### config.mk
export PLATFORM = sky130hd
export DESIGN_NAME = pid_heater_control_step_unit
export DESIGN_NICKNAME = d
export VERILOG_FILES = /design/src/rtl/core/phc_pkg.sv /design/src/rtl/core/phc_smul.sv /design/src/rtl/core/phc_sdiv.sv /design/src/rtl/core/pid_heater_control_step_unit.sv
export VERILOG_INCLUDE_DIRS = /design/src /design/src/rtl/core
export SDC_FILE = /design/constraint.sdc
export NUM_CORES = 2
export LEC_CHECK = 0
export BUFFER_PORTS_ARGS = -buffer_cell sky130_fd_sc_hd__buf_4
export CAP_MARGIN = 20
export CORE_AREA = 2 2 367 369
export CTS_BUF_LIST = sky130_fd_sc_hd__clkbuf_2
export DETAILED_ROUTE_END_ITERATION = 10
export DIE_AREA = 0 0 369 371
export GPL_ROUTABILITY_DRIVEN = 0
export HOLD_SLACK_MARGIN = 0.06
export PLACE_DENSITY = 0.86
export SLEW_MARGIN = 20
export SYNTH_ARGS = -nofsm -noshare
export SYNTH_HDL_FRONTEND = slang
export SYNTH_HIERARCHICAL = 1
export SYNTH_SLANG_ARGS = --single-unit
export TNS_END_PERCENT = 1
### constraint.sdc
create_clock -name clk_i -period 12.88 [get_ports clk_i]
set_input_delay 3.22 -clock clk_i [delete_from_list [all_inputs] [get_ports clk_i]]
set_output_delay 3.22 -clock clk_i [all_outputs]
set_load 0.05 [all_outputs]
### src/rtl/core/pid_heater_control_step_unit_defines.svh
// Assertion macros used by the heater PID step top level.
`ifndef PID_HEATER_CONTROL_STEP_UNIT_DEFINES_SVH
`define PID_HEATER_CONTROL_STEP_UNIT_DEFINES_SVH
`ifndef SYNTHESIS
// Implication checked on every clock edge outside reset.
`define PHC_ASSERT_IMP(lbl, clk, rstn, ante, cons) \
  lbl: assert property (@(posedge clk) disable iff (!rstn) (ante) |-> (cons)) \
    else $error("assertion failed");
// Next-cycle implication.
`define PHC_ASSERT_NXT(lbl, clk, rstn, ante, cons) \
  lbl: assert property (@(posedge clk) disable iff (!rstn) (ante) |=> (cons)) \
    else $error("assertion failed");
`else
`define PHC_ASSERT_IMP(lbl, clk, rstn, ante, cons)
`define PHC_ASSERT_NXT(lbl, clk, rstn, ante, cons)
`endif
`endif

### src/rtl/core/phc_pkg.sv
// Package: types and constants of the heater PID step unit.
package phc_pkg;
  localparam int unsigned MinIntervalMs = 10;

  typedef enum logic [1:0] {
    OP_UPDATE = 2'd0,
    OP_STOP   = 2'd1,
    OP_RESET  = 2'd2,
    OP_NONE   = 2'd3
  } opcode_e;

  typedef enum logic [2:0] {
    REG_KP   = 3'd0,
    REG_KI   = 3'd1,
    REG_KD   = 3'd2,
    REG_ILIM = 3'd3,
    REG_DMIN = 3'd4,
    REG_DMAX = 3'd5
  } reg_idx_e;

  typedef struct packed {
    logic [1:0]         opcode;
    logic [31:0]        now_ms;
    logic signed [15:0] target_temp;
    logic signed [15:0] measured_temp;
  } in_word_t;

  typedef struct packed {
    logic signed [31:0] drive;
    logic               held;
    logic               stopped;
    logic               reset_done;
  } out_word_t;
endpackage

### src/rtl/core/phc_smul.sv
// Bit-serial signed multiplier: one multiplier bit per cycle.
module phc_smul (
  input  logic                clk_i,
  input  logic                rst_ni,
  input  logic                start_i,
  input  logic signed [63:0]  a_i,
  input  logic signed [63:0]  b_i,
  output logic                busy_o,
  output logic signed [127:0] p_o
);
  import phc_pkg::*;

  logic [6:0]           cnt_q, cnt_d;
  logic                 busy_q, busy_d;
  logic signed [127:0]  acc_q, acc_d, mc_q, mc_d;
  logic [63:0]          mp_q, mp_d;

  // Shift-and-add, the top multiplier bit carries negative weight.
  always_comb begin
    cnt_d = cnt_q; busy_d = busy_q; acc_d = acc_q; mc_d = mc_q; mp_d = mp_q;
    if (start_i) begin
      busy_d = 1'b1;
      cnt_d  = '0;
      acc_d  = '0;
      mc_d   = 128'(a_i);
      mp_d   = b_i;
    end else if (busy_q) begin
      if (mp_q[0]) begin
        if (cnt_q == 7'd63) acc_d = acc_q - mc_q;
        else                acc_d = acc_q + mc_q;
      end
      mc_d  = mc_q <<< 1;
      mp_d  = mp_q >> 1;
      cnt_d = cnt_q + 7'd1;
      if (cnt_q == 7'd63) busy_d = 1'b0;
    end
  end

  always_ff @(posedge clk_i or negedge rst_ni) begin
    if (!rst_ni) begin
      busy_q <= 1'b0;
      cnt_q  <= '0;
    end else begin
      busy_q <= busy_d;
      cnt_q  <= cnt_d;
    end
  end

  always_ff @(posedge clk_i) begin
    acc_q <= acc_d;
    mc_q  <= mc_d;
    mp_q  <= mp_d;
  end

  assign busy_o = busy_q;
  assign p_o    = acc_q;
endmodule

### src/rtl/core/phc_sdiv.sv
// Restoring divider on magnitudes, one quotient bit per cycle, signed result.
module phc_sdiv (
  input  logic               clk_i,
  input  logic               rst_ni,
  input  logic               start_i,
  input  logic signed [63:0] num_i,
  input  logic [31:0]        den_i,
  output logic               busy_o,
  output logic signed [63:0] quo_o
);
  import phc_pkg::*;

  logic [6:0]  cnt_q, cnt_d;
  logic        busy_q, busy_d, neg_q, neg_d;
  logic [63:0] q_q, q_d;
  logic [32:0] r_q, r_d, r_sh;
  logic [31:0] den_q, den_d;

  always_comb begin
    cnt_d = cnt_q; busy_d = busy_q; neg_d = neg_q;
    q_d = q_q; r_d = r_q; den_d = den_q;
    r_sh = {r_q[31:0], q_q[63]};
    if (start_i) begin
      busy_d = 1'b1;
      cnt_d  = '0;
      neg_d  = num_i[63];
      q_d    = num_i[63] ? 64'(-num_i) : 64'(num_i);
      r_d    = '0;
      den_d  = den_i;
    end else if (busy_q) begin
      // Shift in next dividend bit, subtract when it fits.
      if (r_sh >= {1'b0, den_q}) begin
        r_d = r_sh - {1'b0, den_q};
        q_d = {q_q[62:0], 1'b1};
      end else begin
        r_d = r_sh;
        q_d = {q_q[62:0], 1'b0};
      end
      cnt_d = cnt_q + 7'd1;
      if (cnt_q == 7'd63) busy_d = 1'b0;
    end
  end

  always_ff @(posedge clk_i or negedge rst_ni) begin
    if (!rst_ni) begin
      busy_q <= 1'b0;
      cnt_q  <= '0;
    end else begin
      busy_q <= busy_d;
      cnt_q  <= cnt_d;
    end
  end

  always_ff @(posedge clk_i) begin
    q_q   <= q_d;
    r_q   <= r_d;
    den_q <= den_d;
    neg_q <= neg_d;
  end

  assign busy_o = busy_q;
  assign quo_o  = neg_q ? -$signed(q_q) : $signed(q_q);
endmodule

### src/rtl/core/pid_heater_control_step_unit.sv
// Top level: heater PID step sequencer with serial multiplier and divider.
// Usage:
//  - in_valid_i/in_ready_o take one input word (opcode, time, setpoint,
//    measurement); out_valid_o/out_ready_i return one result word per item.
//  - Configuration: cfg_we_i with cfg_idx_i (0..5) and cfg_data_i, written
//    only while idle.
//  - Stop, reset-error, ignored, stopped and held updates: result valid the
//    cycle after the input word is taken.
//  - A full update runs six serial operations in order, each with a start state
//    and a wait state: the error*dt product on one bit-serial multiplier, the
//    integral step and derivative divisions on one bit-serial divider, and the
//    three gain products on the same multiplier. The sum and output states
//    follow, and the result is then registered in the output register.
//  - One item at a time; a new word is taken once the previous result has
//    left the output register.
//  - Reset clears state, loads register defaults and drops out_valid_o.
//  - While the receiver stalls the result holds in the output register and
//    no further input word is accepted.
`include "pid_heater_control_step_unit_defines.svh"
module pid_heater_control_step_unit (
  input  logic                clk_i,
  input  logic                rst_ni,
  input  logic                in_valid_i,
  output logic                in_ready_o,
  input  phc_pkg::in_word_t   in_data_i,
  output logic                out_valid_o,
  input  logic                out_ready_i,
  output phc_pkg::out_word_t  out_data_o,
  input  logic                cfg_we_i,
  input  logic [2:0]          cfg_idx_i,
  input  logic [31:0]         cfg_data_i
);
  import phc_pkg::*;

  typedef enum logic [3:0] {
    S_IDLE, S_EMUL, S_EMULW, S_IDIV, S_IDIVW, S_DDIV, S_DDIVW, S_MP, S_MPW,
    S_MI, S_MIW, S_MD, S_MDW, S_SUM, S_OUT
  } state_e;

  state_e state_q;
  logic signed [31:0] kp_q, ki_q, kd_q, dmin_q, dmax_q;
  logic [30:0]        ilim_q;
  logic signed [47:0] integ_q;
  logic signed [16:0] perr_q, e_q;
  logic [31:0]        stamp_q, dt_q;
  logic signed [31:0] ldrive_q;
  logic               stop_q;
  logic signed [63:0] sum_q;
  logic signed [63:0] edt_q;
  logic signed [31:0] dterm_q;
  logic               out_valid_q;
  out_word_t          out_q;
  out_word_t          imm_word;

  logic               mul_start, mul_busy, div_start, div_busy;
  logic signed [63:0] ma, mb, dnum, quo;
  logic [31:0]        dden;
  logic signed [127:0] prod;

  logic               in_acc;
  logic [31:0]        dt_now;
  logic signed [16:0] e_now;
  logic signed [63:0] inew, prod_fl, dsat;
  logic signed [63:0] acc_cl;
  logic signed [17:0] de;

  assign in_ready_o = (state_q == S_IDLE) && !out_valid_q;
  assign in_acc     = in_valid_i && in_ready_o;
  assign dt_now     = in_data_i.now_ms - stamp_q;
  assign e_now      = 17'(in_data_i.target_temp) - 17'(in_data_i.measured_temp);
  assign de         = 18'(e_q) - 18'(perr_q);
  // floor(x/65536) of product is an arithmetic shift.
  assign prod_fl    = 64'(prod >>> 16);

  // Integral update with clamp.
  always_comb begin
    inew = 64'(integ_q) + quo;
    if (inew > $signed({33'd0, ilim_q}))  inew = $signed({33'd0, ilim_q});
    if (inew < -$signed({33'd0, ilim_q})) inew = -$signed({33'd0, ilim_q});
  end

  // Derivative saturation to 32 bits.
  always_comb begin
    dsat = quo;
    if (quo > 64'sd2147483647)  dsat = 64'sd2147483647;
    if (quo < -64'sd2147483648) dsat = -64'sd2147483648;
  end

  always_comb begin
    acc_cl = sum_q;
    if (acc_cl > 64'(dmax_q)) acc_cl = 64'(dmax_q);
    if (acc_cl < 64'(dmin_q)) acc_cl = 64'(dmin_q);
  end

  // Result word for items answered without the arithmetic path.
  always_comb begin
    imm_word = '0;
    unique case (opcode_e'(in_data_i.opcode))
      OP_UPDATE: begin
        if (stop_q) begin
          imm_word.stopped = 1'b1;
        end else if (dt_now < 32'(MinIntervalMs)) begin
          imm_word.drive = ldrive_q;
          imm_word.held  = 1'b1;
        end
      end
      OP_STOP:  imm_word.stopped = 1'b1;
      OP_RESET: imm_word.reset_done = stop_q;
      default:  imm_word.stopped = stop_q;
    endcase
  end

  // Operand selection for shared units.
  always_comb begin
    mul_start = (state_q == S_EMUL) || (state_q == S_MP) || (state_q == S_MI) ||
                (state_q == S_MD);
    div_start = (state_q == S_IDIV) || (state_q == S_DDIV);
    ma = 64'(kp_q);
    mb = 64'(e_q) <<< 10;
    unique case (state_q)
      S_EMUL:  begin ma = 64'(e_q); mb = 64'(dt_q); end
      S_MI:    begin ma = 64'(ki_q); mb = 64'(integ_q); end
      S_MD:    begin ma = 64'(kd_q); mb = 64'(dterm_q); end
      default: begin ma = 64'(kp_q); mb = 64'(e_q) <<< 10; end
    endcase
    if (state_q == S_IDIV) begin
      dnum = edt_q <<< 10;
      dden = 32'd1000;
    end else begin
      dnum = 64'(de) * 64'sd1024000;
      dden = dt_q;
    end
  end

  phc_smul u_mul (
    .clk_i, .rst_ni, .start_i(mul_start), .a_i(ma), .b_i(mb),
    .busy_o(mul_busy), .p_o(prod)
  );

  phc_sdiv u_div (
    .clk_i, .rst_ni, .start_i(div_start), .num_i(dnum), .den_i(dden),
    .busy_o(div_busy), .quo_o(quo)
  );

  // Sequencer, state and registered outputs.
  always_ff @(posedge clk_i or negedge rst_ni) begin
    if (!rst_ni) begin
      state_q <= S_IDLE;
      kp_q <= '0; ki_q <= '0; kd_q <= '0;
      ilim_q <= 31'd6553600; dmin_q <= '0; dmax_q <= 32'sd6553600;
      integ_q <= '0; perr_q <= '0; stamp_q <= '0; ldrive_q <= '0;
      stop_q <= 1'b0; out_valid_q <= 1'b0;
      e_q <= '0; dt_q <= '0; sum_q <= '0; dterm_q <= '0; out_q <= '0;
      edt_q <= '0;
    end else begin
      if (cfg_we_i) begin
        unique case (cfg_idx_i)
          REG_KP:   kp_q   <= cfg_data_i;
          REG_KI:   ki_q   <= cfg_data_i;
          REG_KD:   kd_q   <= cfg_data_i;
          REG_ILIM: ilim_q <= cfg_data_i[30:0];
          REG_DMIN: dmin_q <= cfg_data_i;
          REG_DMAX: dmax_q <= cfg_data_i;
          default:  ;
        endcase
      end
      if (out_valid_q && out_ready_i) out_valid_q <= 1'b0;
      unique case (state_q)
        S_IDLE: if (in_acc) begin
          out_q <= imm_word;
          unique case (opcode_e'(in_data_i.opcode))
            OP_UPDATE: begin
              if (stop_q) begin
                out_valid_q <= 1'b1;
              end else begin
                stamp_q <= in_data_i.now_ms;
                dt_q    <= dt_now;
                e_q     <= e_now;
                if (dt_now < 32'(MinIntervalMs)) begin
                  out_valid_q <= 1'b1;
                end else begin
                  state_q <= S_EMUL;
                end
              end
            end
            OP_STOP: begin
              stop_q <= 1'b1;
              out_valid_q <= 1'b1;
            end
            OP_RESET: begin
              if (stop_q) begin
                stop_q <= 1'b0; integ_q <= '0; perr_q <= '0;
                stamp_q <= in_data_i.now_ms;
              end
              out_valid_q <= 1'b1;
            end
            default: begin
              out_valid_q <= 1'b1;
            end
          endcase
        end
        S_EMUL:  state_q <= S_EMULW;
        S_EMULW: if (!mul_busy) begin
          edt_q   <= prod[63:0];
          state_q <= S_IDIV;
        end
        S_IDIV:  state_q <= S_IDIVW;
        S_IDIVW: if (!div_busy) begin
          integ_q <= 48'(inew);
          state_q <= S_DDIV;
        end
        S_DDIV:  state_q <= S_DDIVW;
        S_DDIVW: if (!div_busy) begin
          dterm_q <= 32'(dsat);
          perr_q  <= e_q;
          state_q <= S_MP;
        end
        S_MP:  state_q <= S_MPW;
        S_MPW: if (!mul_busy) begin
          sum_q   <= prod_fl;
          state_q <= S_MI;
        end
        S_MI:  state_q <= S_MIW;
        S_MIW: if (!mul_busy) begin
          sum_q   <= sum_q + prod_fl;
          state_q <= S_MD;
        end
        S_MD:  state_q <= S_MDW;
        S_MDW: if (!mul_busy) begin
          sum_q   <= sum_q + prod_fl;
          state_q <= S_SUM;
        end
        S_SUM: begin
          ldrive_q    <= 32'(acc_cl);
          out_q.drive <= 32'(acc_cl);
          state_q     <= S_OUT;
        end
        S_OUT: begin
          out_valid_q <= 1'b1;
          state_q     <= S_IDLE;
        end
        default: state_q <= S_IDLE;
      endcase
    end
  end

  assign out_valid_o = out_valid_q;
  assign out_data_o  = out_q;

  `PHC_ASSERT_IMP(a_no_acc_busy, clk_i, rst_ni, state_q != S_IDLE, !in_ready_o)
  `PHC_ASSERT_NXT(a_stop_reports, clk_i, rst_ni,
    in_acc && in_data_i.opcode == OP_STOP, out_valid_o && out_data_o.stopped)
  `PHC_ASSERT_IMP(a_units_excl, clk_i, rst_ni, mul_busy, !div_busy)
  `PHC_ASSERT_IMP(a_held_no_stop, clk_i, rst_ni, out_valid_o && out_data_o.held,
    !out_data_o.stopped)
endmodule
==> key figures <==
Outcome
  • Status: completed

Cells and area
  • Post-layout util: 57.1%
  • Register Area: 23900 sq um
  • Fillers: between 10000 and 15000
  • Area occupied by multi-input gates: 44000 sq um
  • Nets: 8834
  • Share of layout cells above drive strength 1: 13.7%
  • Area Overhead vs Synth: 6.89%

Timing
  • Minimum clock period: around 12 ns
  • Clock Skew: about 0.17 ns
  • TNS Setup: 0 ns
  • Worst rel slew slack: 24.3%
  • Final period utilization: 90.8%
  • Fin. Hold Viols: 0
  • Final setup vio count: 0
  • Measured slew at the worst slew-check pin: 1.14 ns
  • RSZ-0062 raised after global routing: false
  • Max Slew Vio Count: 0
  • Fmax: 85.5 MHz

Detailed routing
  • Wire per inst: 21.5 microns
  • DRT Pass-1 Iters: 8
  • Vias per cell: around 6.5
  • Routed wire length: ~220 mm
  • ANT nets after route: 0
  • Via Count: 64776
  • # DRC: 0
  • Initial DRC Count: 8226

Setup path
  • Critical path required time: 14.18 ns
  • R2r endpoint: u_div/q_q[62]$_DFFE_PP_
  • Worst Setup End Kind: flip-flop
  • R2R Setup Slk: 1.19 ns
  • Slowest-stage cell, CP: nor2_2
  • CP peak stage delay: 0.70 ns
  • Worst-path maximum fanout: 26
  • Kind of critical path: reg2reg
  • Reg2Reg Depth: 39
  • Crit start category: flip-flop
  • R2R Path Start: e_q[0]$_DFFE_PN0P_
  • CP arrival: 12.99 ns
  • Most used cell, CP: fa_1

Global route
  • Initial antenna violation count: 18
  • Number of global-route vias before repair: 62570
  • GR Overflow Total: 0
  • Gr usage total: 30.6%
  • Pin count of the biggest net entering global routing: 168
  • First-pass GRT wire length: 336 mm

Worst hold path
  • Hold Path End: u_mul/mp_q[25]$_DFFE_PP_
  • Hold wc startpoint: u_mul/mp_q[26]$_DFFE_PP_
  • Cell count of the worst hold path: 1
  • Hold Crit Class: reg2reg

Clock network
  • CTS resizes: 0
  • Clk_lat worst skew: roughly 1.7 ns
  • CTS Buf Count: 228
  • Max Root-Sink Buffers: 3
  • CTS Sinks: 929
  • Cts hold-fix bufs: 0
  • Worst-path clk slew: 0.13 ns
  • CTS Root Cell: clkbuf_2
  • Maximum level of the CTS H-tree: 4
  • Setup Buffers After CTS: 0
  • CTS tree: yes

Floorplan
  • Core area: 133000 sq um
  • Die area: 137000 sq um
  • Row count: 134
  • Initial core utilization: 53.4%
  • IO Pins: 143
  • Die height: 371 microns
  • Die width: roughly 370 microns

Placed design
  • Detail Placement HPWL: 160 mm
  • I/O Buffers: 142

Flow run
  • Max-Cap Viols: 0

Synth
  • Synthesized area per cell: 8.88 sq um
  • Ys Warns: 6
  • Synth Cell Area: 70900 sq um
  • Post-Synthesis Cells: 7984
-- routing by layer --
layer / part of all wire (%) / vias to the layer above / wire length [microns] / track usage (%)
li1: - / 29107 / - / -
met1: 37 / 30706 / 79200 / 37.1
met2: 44 / 3920 / 94200 / 47.1
met3: 12 / 1031 / 25200 / 8.41
met4: 7.7 / 12 / 16500 / 21.8
met5: 0.033 / - / 72 / 0
-- critical path: cells and delay by family, from the launching register on --
family                   cells  cell delay, ns
AO/OA/AOI/OAI               14            3.34
flip-flops                   1            0.44
buffers and inverters        4            0.40
adder cells (fa/ha/maj)      7            2.98
XOR/XNOR                     3            0.67
AND/OR/NAND/NOR             11            3.49
-- sequential cells by signal (all words and copies together), names as in the netlist, 32 cells and up --
register,count
ldrive_q,32
kp_q,32
stamp_q,32
u_div/q_q,64
u_div/r_q,32
dmax_q,32
kd_q,32
out_data_o,35
edt_q,54
u_mul/p_o,80
u_mul/mp_q,64
dmin_q,32
integ_q,48
u_mul/mc_q,80
u_div/den_q,32
dterm_q,32
ki_q,32
sum_q,64
dt_q,32
-- worst max path at each step --
stage / cells after the start / slack [ns] / endpoint / from
CTS: 39 / 1.32 / u_div/q_q[62]$_DFFE_PP_ / e_q[0]$_DFFE_PN0P_
detailed placement: 39 / 1.39 / u_div/q_q[62]$_DFFE_PP_ / e_q[0]$_DFFE_PN0P_
global placement: 38 / 1.63 / u_div/q_q[62]$_DFFE_PP_ / e_q[0]$_DFFE_PN0P_
finish: 39 / 1.19 / u_div/q_q[62]$_DFFE_PP_ / e_q[0]$_DFFE_PN0P_
floorplan: 39 / 2.57 / u_div/q_q[62]$_DFFE_PP_ / e_q[0]$_DFFE_PN0P_
global route: 37 / 0.46 / u_div/q_q[62]$_DFFE_PP_ / e_q[0]$_DFFE_PN0P_
-- layout make-up --
class,count,area share [%]
Antenna cell,16,0.0528
Clock inverter,66,0.525
Timing Repair Buffer,229,2.36
Sequential cell,929,31.5
Inverter,463,2.29
Tap cell,1768,2.92
Multi-Input combinational cell,6207,58.0
Clock buffer,349,2.30
-- per-stage QoR --
stage | hold WS, ns | setup WS, ns | area (sq um) | cells
after floorplan | 0.437 | 2.57 | 71000 | 8016
after global placement | 0.450 | 1.63 | 73600 | 9594
after detailed placement | 0.463 | 1.39 | 73600 | 9594
after CTS | 0.429 | 1.32 | 75700 | 10009
after global routing | 0.487 | 0.463 | 75800 | 10018
final | 0.442 | 1.19 | 75800 | 10027
-- layout by cell type (no fill, tap or decap), types with 107 or more instances in the layout --
| cell type | n |
|---|---|
| a21o_1 | 204 |
| a21oi_1 | 663 |
| a22oi_1 | 132 |
| buf_4 | 223 |
| clkbuf_2 | 349 |
| dfrtp_1 | 570 |
| dfxtp_1 | 112 |
| edfxtp_1 | 241 |
| ha_1 | 598 |
| inv_1 | 462 |
| mux2_2 | 417 |
| nand2_1 | 817 |
| nand4_1 | 161 |
| nor2_1 | 605 |
| nor3_1 | 107 |
| o21ai_0 | 546 |
| xnor2_1 | 301 |
| xor2_1 | 211 |
Power is not shown: default switching activity piles up to over one toggle a cycle in this logic, so the estimate is an artifact.
